===== config.mk =====
export PLATFORM = sky130hd
export DESIGN_NAME = mrcr_seq
export DESIGN_NICKNAME = d
export VERILOG_FILES = /design/src/rtl/mirrored_record_checksum_repair_assert.svh /design/src/rtl/mrcr_pkg.sv /design/src/rtl/mrcr_seq.sv
export SDC_FILE = /design/constraint.sdc
export NUM_CORES = 1
export LEC_CHECK = 0
export BUFFER_PORTS_ARGS = -buffer_cell sky130_fd_sc_hd__buf_2
export CORE_ASPECT_RATIO = 0.8
export CORE_UTILIZATION = 45
export DETAILED_ROUTE_END_ITERATION = 10
export PLACE_DENSITY = 0.75
export SYNTH_ARGS = -nofsm -noshare
export SYNTH_HDL_FRONTEND = slang
export SYNTH_SLANG_ARGS = --single-unit

===== constraint.sdc =====
create_clock -name clk -period 4.6 [get_ports clk]
set_clock_uncertainty 0.15 [all_clocks]
set_input_delay 0.69 -clock clk [delete_from_list [all_inputs] [get_ports clk]]
set_output_delay 0.69 -clock clk [all_outputs]
set_load 0.02 [all_outputs]

===== src/rtl/mirrored_record_checksum_repair_assert.svh =====
// Assertion macros shared by the mirrored record checksum repair RTL.
`ifndef MIRRORED_RECORD_CHECKSUM_REPAIR_ASSERT_SVH
`define MIRRORED_RECORD_CHECKSUM_REPAIR_ASSERT_SVH

// Same-cycle implication, sampled on clk, off during reset.
`define MRCR_ASSERT_IMPL(lbl, ante, cons) \
	lbl: assert property (@(posedge clk) disable iff (!arst_n) (ante) |-> (cons)) \
		else $error("mrcr assertion failed");

// Next-cycle implication, sampled on clk, off during reset.
`define MRCR_ASSERT_NEXT(lbl, ante, cons) \
	lbl: assert property (@(posedge clk) disable iff (!arst_n) (ante) |=> (cons)) \
		else $error("mrcr assertion failed");

`endif


===== src/rtl/mrcr_pkg.sv =====
// Types, codes and microcode ROM for the mirrored record checksum repair block.
package mrcr_pkg;

	localparam int STORE_BYTES = 1024;
	localparam int ADDR_W      = $clog2(STORE_BYTES);
	localparam int BASE_W      = 10;
	localparam int CFG_IDX_W   = 2;
	localparam int CFG_DATA_W  = 10;
	localparam int PC_W        = 6;

	localparam logic [7:0] SUM_SEED  = 8'h01;
	localparam logic [7:0] FILL_BYTE = 8'hFF;

	// register indexes
	localparam logic [CFG_IDX_W-1:0] REG_PRIMARY_BASE  = 2'd0;
	localparam logic [CFG_IDX_W-1:0] REG_BACKUP_BASE   = 2'd1;
	localparam logic [CFG_IDX_W-1:0] REG_RECORD_LENGTH = 2'd2;

	// item operations
	localparam logic [1:0] OP_WRITE = 2'd0;
	localparam logic [1:0] OP_CHECK = 2'd1;
	localparam logic [1:0] OP_READ  = 2'd2;

	// check outcomes
	localparam logic [2:0] STAT_OK          = 3'd0;
	localparam logic [2:0] STAT_FIX_PRIMARY = 3'd1;
	localparam logic [2:0] STAT_FIX_BACKUP  = 3'd2;
	localparam logic [2:0] STAT_RESET       = 3'd3;
	localparam logic [2:0] STAT_OVERWRITE   = 3'd4;

	// control word field codes
	localparam logic [1:0] MEM_NONE = 2'd0;
	localparam logic [1:0] MEM_RD   = 2'd1;
	localparam logic [1:0] MEM_WR   = 2'd2;

	localparam logic BASE_P = 1'b0;
	localparam logic BASE_B = 1'b1;

	localparam logic [1:0] OFF_CNT  = 2'd0;
	localparam logic [1:0] OFF_IDX  = 2'd1;
	localparam logic [1:0] OFF_IDX1 = 2'd2;

	localparam logic [2:0] WD_DATA = 3'd0;
	localparam logic [2:0] WD_WSUM = 3'd1;
	localparam logic [2:0] WD_LAT  = 3'd2;
	localparam logic [2:0] WD_FILL = 3'd3;
	localparam logic [2:0] WD_SUMB = 3'd4;
	localparam logic [2:0] WD_SUMP = 3'd5;

	localparam logic [1:0] CNT_KEEP = 2'd0;
	localparam logic [1:0] CNT_CLR  = 2'd1;
	localparam logic [1:0] CNT_INC  = 2'd2;

	localparam logic [1:0] ACC_KEEP = 2'd0;
	localparam logic [1:0] ACC_SEED = 2'd1;
	localparam logic [1:0] ACC_ADD  = 2'd2;

	localparam logic [1:0] LAT_NONE = 2'd0;
	localparam logic [1:0] LAT_WR   = 2'd1;
	localparam logic [1:0] LAT_RD   = 2'd2;

	localparam logic [1:0] SAVE_NONE = 2'd0;
	localparam logic [1:0] SAVE_P    = 2'd1;
	localparam logic [1:0] SAVE_B    = 2'd2;

	localparam logic [3:0] COND_NONE     = 4'd0;
	localparam logic [3:0] COND_ALWAYS   = 4'd1;
	localparam logic [3:0] COND_EQ_LEN   = 4'd2;
	localparam logic [3:0] COND_NE_LEN   = 4'd3;
	localparam logic [3:0] COND_NOT_LAST = 4'd4;
	localparam logic [3:0] COND_NEITHER  = 4'd5;
	localparam logic [3:0] COND_ONLY_B   = 4'd6;
	localparam logic [3:0] COND_ONLY_P   = 4'd7;
	localparam logic [3:0] COND_SUMS_EQ  = 4'd8;

	localparam logic [1:0] RES_PLAIN = 2'd0;
	localparam logic [1:0] RES_READ  = 2'd1;
	localparam logic [1:0] RES_CHECK = 2'd2;

	// microprogram addresses
	localparam logic [PC_W-1:0] UPC_WRITE   = 6'd0;
	localparam logic [PC_W-1:0] UPC_WEND    = 6'd4;
	localparam logic [PC_W-1:0] UPC_READ    = 6'd5;
	localparam logic [PC_W-1:0] UPC_CHECK   = 6'd7;
	localparam logic [PC_W-1:0] UPC_PLOOP   = 6'd8;
	localparam logic [PC_W-1:0] UPC_PDONE   = 6'd10;
	localparam logic [PC_W-1:0] UPC_BLOOP   = 6'd11;
	localparam logic [PC_W-1:0] UPC_BDONE   = 6'd13;
	localparam logic [PC_W-1:0] UPC_FIXP    = 6'd19;
	localparam logic [PC_W-1:0] UPC_CPLOOP  = 6'd20;
	localparam logic [PC_W-1:0] UPC_CPDONE  = 6'd22;
	localparam logic [PC_W-1:0] UPC_FIXB    = 6'd23;
	localparam logic [PC_W-1:0] UPC_RPLOOP  = 6'd24;
	localparam logic [PC_W-1:0] UPC_RPDONE  = 6'd26;
	localparam logic [PC_W-1:0] UPC_WBLOOP  = 6'd27;
	localparam logic [PC_W-1:0] UPC_WBDONE  = 6'd29;
	localparam logic [PC_W-1:0] UPC_NEITHER = 6'd30;
	localparam logic [PC_W-1:0] UPC_FPLOOP  = 6'd31;
	localparam logic [PC_W-1:0] UPC_FBLOOP  = 6'd33;
	localparam logic [PC_W-1:0] UPC_CEND    = 6'd34;

	typedef struct packed {
		logic [1:0]      mem;
		logic            base_sel;
		logic [1:0]      off_sel;
		logic [2:0]      wd_sel;
		logic [1:0]      cnt_op;
		logic [1:0]      acc_op;
		logic [1:0]      lat_op;
		logic [1:0]      save;
		logic            wsum_upd;
		logic            stat_set;
		logic [2:0]      stat;
		logic [3:0]      cond;
		logic [PC_W-1:0] target;
		logic            fin;
		logic [1:0]      res;
	} uop_t;

	typedef struct packed {
		logic eq_len;
		logic not_last;
		logic ok_p;
		logic ok_b;
		logic sums_eq;
	} flags_t;

	function automatic logic [PC_W-1:0] entry_of(input logic [1:0] op);
		logic [PC_W-1:0] e;
		unique case (op)
			OP_WRITE: e = UPC_WRITE;
			OP_CHECK: e = UPC_CHECK;
			OP_READ:  e = UPC_READ;
			default:  e = UPC_WEND;
		endcase
		return e;
	endfunction

	function automatic uop_t ucode(input logic [PC_W-1:0] pc);
		uop_t u;
		u = '0;
		unique case (pc)
			// write: byte to both copies, then the sum after both on the last byte
			6'd0: begin
				u.wsum_upd = 1'b1; u.mem = MEM_WR; u.base_sel = BASE_P;
				u.off_sel = OFF_IDX; u.wd_sel = WD_DATA;
			end
			6'd1: begin
				u.mem = MEM_WR; u.base_sel = BASE_B; u.off_sel = OFF_IDX; u.wd_sel = WD_DATA;
				u.cond = COND_NOT_LAST; u.target = UPC_WEND;
			end
			6'd2: begin
				u.mem = MEM_WR; u.base_sel = BASE_P; u.off_sel = OFF_IDX1; u.wd_sel = WD_WSUM;
			end
			6'd3: begin
				u.mem = MEM_WR; u.base_sel = BASE_B; u.off_sel = OFF_IDX1; u.wd_sel = WD_WSUM;
				u.fin = 1'b1; u.res = RES_PLAIN;
			end
			6'd4: begin
				u.fin = 1'b1; u.res = RES_PLAIN;
			end
			// read
			6'd5: begin
				u.mem = MEM_RD; u.base_sel = BASE_B; u.off_sel = OFF_IDX;
			end
			6'd6: begin
				u.fin = 1'b1; u.res = RES_READ;
			end
			// check: sum the primary copy
			6'd7: begin
				u.cnt_op = CNT_CLR; u.acc_op = ACC_SEED;
			end
			6'd8: begin
				u.mem = MEM_RD; u.base_sel = BASE_P; u.off_sel = OFF_CNT;
				u.cond = COND_EQ_LEN; u.target = UPC_PDONE;
			end
			6'd9: begin
				u.acc_op = ACC_ADD; u.cnt_op = CNT_INC;
				u.cond = COND_ALWAYS; u.target = UPC_PLOOP;
			end
			6'd10: begin
				u.save = SAVE_P; u.cnt_op = CNT_CLR; u.acc_op = ACC_SEED;
			end
			// sum and latch the backup copy
			6'd11: begin
				u.mem = MEM_RD; u.base_sel = BASE_B; u.off_sel = OFF_CNT;
				u.cond = COND_EQ_LEN; u.target = UPC_BDONE;
			end
			6'd12: begin
				u.acc_op = ACC_ADD; u.lat_op = LAT_WR; u.cnt_op = CNT_INC;
				u.cond = COND_ALWAYS; u.target = UPC_BLOOP;
			end
			6'd13: begin
				u.save = SAVE_B; u.cnt_op = CNT_CLR; u.stat_set = 1'b1; u.stat = STAT_OK;
			end
			// pick the repair
			6'd14: begin
				u.cond = COND_NEITHER; u.target = UPC_NEITHER;
			end
			6'd15: begin
				u.cond = COND_ONLY_B; u.target = UPC_FIXP;
			end
			6'd16: begin
				u.cond = COND_ONLY_P; u.target = UPC_FIXB;
			end
			6'd17: begin
				u.cond = COND_SUMS_EQ; u.target = UPC_CEND;
			end
			6'd18: begin
				u.stat_set = 1'b1; u.stat = STAT_OVERWRITE;
				u.cond = COND_ALWAYS; u.target = UPC_CPLOOP;
			end
			6'd19: begin
				u.stat_set = 1'b1; u.stat = STAT_FIX_PRIMARY;
			end
			// latched backup bytes over the primary copy
			6'd20: begin
				u.lat_op = LAT_RD; u.cond = COND_EQ_LEN; u.target = UPC_CPDONE;
			end
			6'd21: begin
				u.mem = MEM_WR; u.base_sel = BASE_P; u.off_sel = OFF_CNT; u.wd_sel = WD_LAT;
				u.cnt_op = CNT_INC; u.cond = COND_ALWAYS; u.target = UPC_CPLOOP;
			end
			6'd22: begin
				u.mem = MEM_WR; u.base_sel = BASE_P; u.off_sel = OFF_CNT; u.wd_sel = WD_SUMB;
				u.fin = 1'b1; u.res = RES_CHECK;
			end
			// re-read the primary copy, then write it over the backup copy
			6'd23: begin
				u.stat_set = 1'b1; u.stat = STAT_FIX_BACKUP;
			end
			6'd24: begin
				u.mem = MEM_RD; u.base_sel = BASE_P; u.off_sel = OFF_CNT;
				u.cond = COND_EQ_LEN; u.target = UPC_RPDONE;
			end
			6'd25: begin
				u.lat_op = LAT_WR; u.cnt_op = CNT_INC;
				u.cond = COND_ALWAYS; u.target = UPC_RPLOOP;
			end
			6'd26: begin
				u.cnt_op = CNT_CLR;
			end
			6'd27: begin
				u.lat_op = LAT_RD; u.cond = COND_EQ_LEN; u.target = UPC_WBDONE;
			end
			6'd28: begin
				u.mem = MEM_WR; u.base_sel = BASE_B; u.off_sel = OFF_CNT; u.wd_sel = WD_LAT;
				u.cnt_op = CNT_INC; u.cond = COND_ALWAYS; u.target = UPC_WBLOOP;
			end
			6'd29: begin
				u.mem = MEM_WR; u.base_sel = BASE_B; u.off_sel = OFF_CNT; u.wd_sel = WD_SUMP;
				u.fin = 1'b1; u.res = RES_CHECK;
			end
			// fill both copies, checksum bytes included
			6'd30: begin
				u.stat_set = 1'b1; u.stat = STAT_RESET;
			end
			6'd31: begin
				u.mem = MEM_WR; u.base_sel = BASE_P; u.off_sel = OFF_CNT; u.wd_sel = WD_FILL;
				u.cnt_op = CNT_INC; u.cond = COND_NE_LEN; u.target = UPC_FPLOOP;
			end
			6'd32: begin
				u.cnt_op = CNT_CLR;
			end
			6'd33: begin
				u.mem = MEM_WR; u.base_sel = BASE_B; u.off_sel = OFF_CNT; u.wd_sel = WD_FILL;
				u.cnt_op = CNT_INC; u.cond = COND_NE_LEN; u.target = UPC_FBLOOP;
			end
			6'd34: begin
				u.fin = 1'b1; u.res = RES_CHECK;
			end
			default: begin
				u.fin = 1'b1; u.res = RES_PLAIN;
			end
		endcase
		return u;
	endfunction

endpackage


===== src/rtl/mrcr_seq.sv =====
// Microcode sequencer: step counter, control ROM fetch and conditional jumps.
module mrcr_seq (
	input  logic                      clk,
	input  logic                      arst_n,
	input  logic                      start,
	input  logic [1:0]                op,
	input  logic                      stall,
	input  mrcr_pkg::flags_t          flags,
	output mrcr_pkg::uop_t            uop,
	output logic                      busy
);

	logic [mrcr_pkg::PC_W-1:0] pc_q;
	logic                      busy_q;
	logic                      take;

	assign uop  = mrcr_pkg::ucode(pc_q);
	assign busy = busy_q;

	always_comb begin
		unique case (uop.cond)
			mrcr_pkg::COND_NONE:     take = 1'b0;
			mrcr_pkg::COND_ALWAYS:   take = 1'b1;
			mrcr_pkg::COND_EQ_LEN:   take = flags.eq_len;
			mrcr_pkg::COND_NE_LEN:   take = !flags.eq_len;
			mrcr_pkg::COND_NOT_LAST: take = flags.not_last;
			mrcr_pkg::COND_NEITHER:  take = !flags.ok_p && !flags.ok_b;
			mrcr_pkg::COND_ONLY_B:   take = flags.ok_b && !flags.ok_p;
			mrcr_pkg::COND_ONLY_P:   take = flags.ok_p && !flags.ok_b;
			mrcr_pkg::COND_SUMS_EQ:  take = flags.sums_eq;
			default:                 take = 1'b0;
		endcase
	end

	always_ff @(posedge clk or negedge arst_n) begin
		if (!arst_n) begin
			busy_q <= 1'b0;
			pc_q   <= '0;
		end else if (start) begin
			busy_q <= 1'b1;
			pc_q   <= mrcr_pkg::entry_of(op);
		end else if (busy_q && !stall) begin
			if (uop.fin) begin
				busy_q <= 1'b0;
			end else if (take) begin
				pc_q <= uop.target;
			end else begin
				pc_q <= pc_q + 1'b1;
			end
		end
	end

endmodule


==> flow_summary.html <==
<table>
<tr><th>Metric</th><th>Value</th></tr>
<tr><th colspan="2">Run status</th></tr>
<tr><td>Result of the run</td><td>complete, no violations</td></tr>
<tr><th colspan="2">Pwr</th></tr>
<tr><td>Switching part of the total power</td><td>about three fifths</td></tr>
<tr><td>Static power due to leakage</td><td>approximately 0.86 nW</td></tr>
<tr><td>Relative contribution of combinational cells to total power</td><td>80.1%</td></tr>
<tr><td>Int Power</td><td>between 0.4 and 0.5 mW</td></tr>
<tr><td>Reported net switching power</td><td>just over 0.7 mW</td></tr>
<tr><td>Sequential power share</td><td>12.7%</td></tr>
<tr><td>Power density cells</td><td>roughly 670 nW/µm²</td></tr>
<tr><td>Maximum vdd ir drop</td><td>0.572 mV</td></tr>
<tr><td>Share of power burned in the clock network</td><td>7.3%</td></tr>
<tr><td>Total power</td><td>about 1.2 mW</td></tr>
<tr><th colspan="2">Finish</th></tr>
<tr><td>Fill cell total of the finished layout</td><td>around 320</td></tr>
<tr><td>Leading cell type in the layout, fill and taps excluded</td><td>buf_2</td></tr>
<tr><td>Flip-flop and latch area</td><td>about 180 µm²</td></tr>
<tr><td>Commonest cells after routing, fill and taps aside</td><td>buf_2 (45), a21oi_1 (25), nand2_1 (20), nor2_1 (20), inv_1 (16)</td></tr>
<tr><td>Combined area of the multi-input logic cells</td><td>1220 µm²</td></tr>
<tr><td>Final net count</td><td>291</td></tr>
<tr><td>Diode count</td><td>0</td></tr>
<tr><td>Synth-to-Final Area Change</td><td>14.9%</td></tr>
<tr><td>Share of post-route cells with drive strength above 1</td><td>around 22%</td></tr>
<tr><td>Utilization of the core after routing</td><td>around 57%</td></tr>
<tr><th colspan="2">Floorplanning</th></tr>
<tr><td>Overall die area</td><td>approximately 3800 µm²</td></tr>
<tr><td>Die outline width</td><td>68.4 µm</td></tr>
<tr><td>Vertical die dimension</td><td>55.1 µm</td></tr>
<tr><td>Starting density of the core</td><td>roughly half</td></tr>
<tr><td>I/O pin cnt</td><td>46</td></tr>
<tr><td>Core region area</td><td>around 3200 µm²</td></tr>
<tr><td>Number of core rows</td><td>18</td></tr>
<tr><th colspan="2">Route</th></tr>
<tr><td>Wire length per cell</td><td>around 15 µm</td></tr>
<tr><td>Vias per std cell</td><td>6.06</td></tr>
<tr><td>Count of vias placed by the detailed router</td><td>between 1500 and 2000</td></tr>
<tr><td>First-pass detailed-route iteration total</td><td>6</td></tr>
<tr><td>Antenna Violating Nets Remaining</td><td>0</td></tr>
<tr><td>DR iter-0 viols</td><td>between 200 and 250</td></tr>
<tr><td>Total DRC errors in the routed layout</td><td>0</td></tr>
<tr><td>Total routed wirelength</td><td>around 4500 µm</td></tr>
<tr><th colspan="2">Clocking</th></tr>
<tr><td>Clock Tree Root</td><td>clkbuf_8</td></tr>
<tr><td>Clock slew at the register clock pins of the worst setup and hold paths</td><td>around 0.04 ns</td></tr>
<tr><td>Count of instances resized after the clock tree is built</td><td>0</td></tr>
<tr><td>Clk sink count</td><td>7</td></tr>
<tr><td>CTS Buffer Depth</td><td>2</td></tr>
<tr><td>Count of hold-fix buffers inserted at cts</td><td>0</td></tr>
<tr><td>Buffers inserted during post-CTS setup optimization</td><td>0</td></tr>
<tr><td>TritonCTS clock tree</td><td>done</td></tr>
<tr><td>Clock buffer count from CTS</td><td>3</td></tr>
<tr><td>Max H-tree Level</td><td>1</td></tr>
<tr><td>Source-to-sink clock delay at the later pin of the worst-skew pair</td><td>~0.23 ns</td></tr>
<tr><th colspan="2">STA</th></tr>
<tr><td>Fin crit period</td><td>3.59 ns</td></tr>
<tr><td>Min setup slack post-route</td><td>a little over 1 ns</td></tr>
<tr><td>Accumulated negative setup slack</td><td>0 ns</td></tr>
<tr><td>Max frequency</td><td>279 MHz</td></tr>
<tr><td>Fin. Hold Viols</td><td>0</td></tr>
<tr><td>Relative slew margins</td><td>between 40% and 50%</td></tr>
<tr><td>Final setup violation count</td><td>0</td></tr>
<tr><td>Setup repair after global routing missed its margin</td><td>false</td></tr>
<tr><td>Worst hold margin</td><td>0.139 ns</td></tr>
<tr><td>Final count of pins violating max slew</td><td>0</td></tr>
<tr><td>Tightest Pin Transition</td><td>about 0.85 ns</td></tr>
<tr><td>Post-route clock period utilization</td><td>about 80%</td></tr>
<tr><th colspan="2">GRT</th></tr>
<tr><td>GR Util All Layers</td><td>between 20% and 30%</td></tr>
<tr><td>Pin count of the biggest net entering global routing</td><td>30</td></tr>
<tr><td>Total grt overflow</td><td>0</td></tr>
<tr><td>Global-route wire length before repair</td><td>7420 µm</td></tr>
<tr><td>Number of global-route vias before repair</td><td>1533</td></tr>
<tr><td>Number of antenna violations at the first check in global routing</td><td>0</td></tr>
<tr><th colspan="2">Critical path</th></tr>
<tr><td>Data arrival time of the critical path</td><td>2.75 ns</td></tr>
<tr><td>Startpoint of the worst-slack reg-to-reg timing path</td><td>pc_q[1]$_DFFE_PN0P_</td></tr>
<tr><td>Largest fanout on the critical path</td><td>20</td></tr>
<tr><td>CP Launch Type</td><td>register</td></tr>
<tr><td>Element type at the critical path end</td><td>primary output</td></tr>
<tr><td>Required @ worst endpoint</td><td>3.76 ns</td></tr>
<tr><td>Crit path from</td><td>pc_q[0]$_DFFE_PN0P_</td></tr>
<tr><td>Worst Setup Path Type</td><td>reg2out</td></tr>
<tr><th colspan="2">Placement</th></tr>
<tr><td>RePlAce Congestion</td><td>0.897</td></tr>
<tr><td>Placement Setup Slack</td><td>between 1 and 1.5 ns</td></tr>
<tr><td>Number of I/O port buffers</td><td>45</td></tr>
<tr><td>DP HPWL</td><td>around 3400 µm</td></tr>
<tr><th colspan="2">Yosys</th></tr>
<tr><td>Flip-flop cell with the highest count after synthesis</td><td>dfrtp_1</td></tr>
<tr><td>YS warnings</td><td>0</td></tr>
<tr><td>Cells after synthesis</td><td>between 200 and 250</td></tr>
<tr><td>Fraction of registers with async set or reset after synthesis</td><td>100%</td></tr>
<tr><td>Sequential fraction of the synthesis area</td><td>11.0%</td></tr>
<tr><td>Leading post-synthesis cells by cell area</td><td>dfrtp_1 (11%), a21oi_1 (7.9%), nand2b_1 (5.1%)</td></tr>
<tr><td>Netlist area before placement</td><td>1590 µm²</td></tr>
<tr><td>Cell type with the largest total area after synthesis</td><td>dfrtp_1</td></tr>
<tr><td>Total of flip-flops plus latches after synthesis</td><td>7</td></tr>
<tr><td>Post-synthesis area per instance</td><td>6.53 µm²</td></tr>
<tr><td>Syn_nets</td><td>260</td></tr>
<tr><td>Post-synth top area share</td><td>between 10% and 20%</td></tr>
<tr><td>Count of flip-flops with a built-in enable after synthesis</td><td>0</td></tr>
<tr><td>Yosys cell types</td><td>53</td></tr>
<tr><th colspan="2">Flow run</th></tr>
<tr><td>Max-cap violations</td><td>0</td></tr>
<tr><th colspan="2">Min path</th></tr>
<tr><td>Class of the most critical hold timing path</td><td>in2async</td></tr>
</table>
==> per-stage QoR <==
step,std cells,area [µm²]
floorplan,243,1590
global placement,309,1780
detailed placement,309,1780
CTS,313,1820
global route,313,1820
finish,313,1820
==> cells in the mapped netlist (2+ instances only) <==
| cell type | count |
|---|---|
| a21oi_1 | 25 |
| a2111oi_0 | 2 |
| nand4b_1 | 4 |
| a22oi_1 | 2 |
| nand2b_1 | 13 |
| nor2b_1 | 4 |
| a211oi_1 | 2 |
| o21bai_1 | 3 |
| dfrtp_1 | 7 |
| a31oi_1 | 5 |
| nor3b_1 | 4 |
| or3_1 | 5 |
| and3_1 | 2 |
| buf_1 | 2 |
| o41ai_1 | 2 |
| nand3_1 | 11 |
| nand3b_1 | 9 |
| mux2i_1 | 5 |
| inv_1 | 16 |
| o21ai_0 | 15 |
| nand2_1 | 20 |
| ha_1 | 6 |
| clkbuf_1 | 12 |
| o22ai_1 | 2 |
| a21o_1 | 5 |
| buf_2 | 7 |
| nor3_1 | 6 |
| nor2_1 | 20 |
| buf_6 | 3 |
==> layout make-up <==
cell class                 count  area share (%)
clock buffer                   4            2.47
inverter                      17            3.57
tap                           40            2.75
multi-input combinational    195            67.2
sequential                     7            9.61
timing repair buffer          50            14.4
==> layer usage <==
layer	up-vias	wire, µm	track usage, %
met5	-	0	0
met4	0	38	7.99
met3	4	398	2.66
met2	98	1890	40.2
met1	853	2220	38.2
li1	943	-	-
==> state kept, by name (all words and copies together), names as in the netlist <==
register and cells:
busy 1, pc_q 6
==> critical path, stage by stage (launching register included) <==
cell	delay, ns
dfrtp_1	0.41
inv_1	0.10
ha_1	0.44
or4bb_1	0.26
a21oi_1	0.08
a2111oi_0	0.77
nand3_1	0.15
nand3_1	0.14
buf_2	0.17
==> logic make-up after synthesis <==
family / synth area share [%]
mux: 3.86
compound gates: 31.8
flops: 11.0
simple gates: 36.8
buf+inv: 11.8
fa+ha+maj: 4.73
==> power groups by stage <==
stage,clock network [mW],registers [mW],logic [mW]
after floorplan,0,0.107,0.808
after global placement,0,0.153,0.963
after detailed placement,0,0.154,0.963
after CTS,0.0905,0.153,0.967
after global routing,0.0934,0.165,1.08
final,0.0888,0.155,0.980
==> path summary, 6_finish.rpt <==
check / depth (start not counted) / slack, ns / end
min: 1 / 0.14 / pc_q[2]$_DFFE_PN0P_
min in group clk: 1 / 0.35 / busy$_DFFE_PN0P_
min reg2reg: 1 / 0.35 / busy$_DFFE_PN0P_
max reg2reg: 9 / 1.19 / pc_q[4]$_DFFE_PN0P_
max: 8 / 1.01 / uop[2]
max in group asynchronous: 1 / 3.99 / pc_q[5]$_DFFE_PN0P_
(Power assumes the default switching activity.)
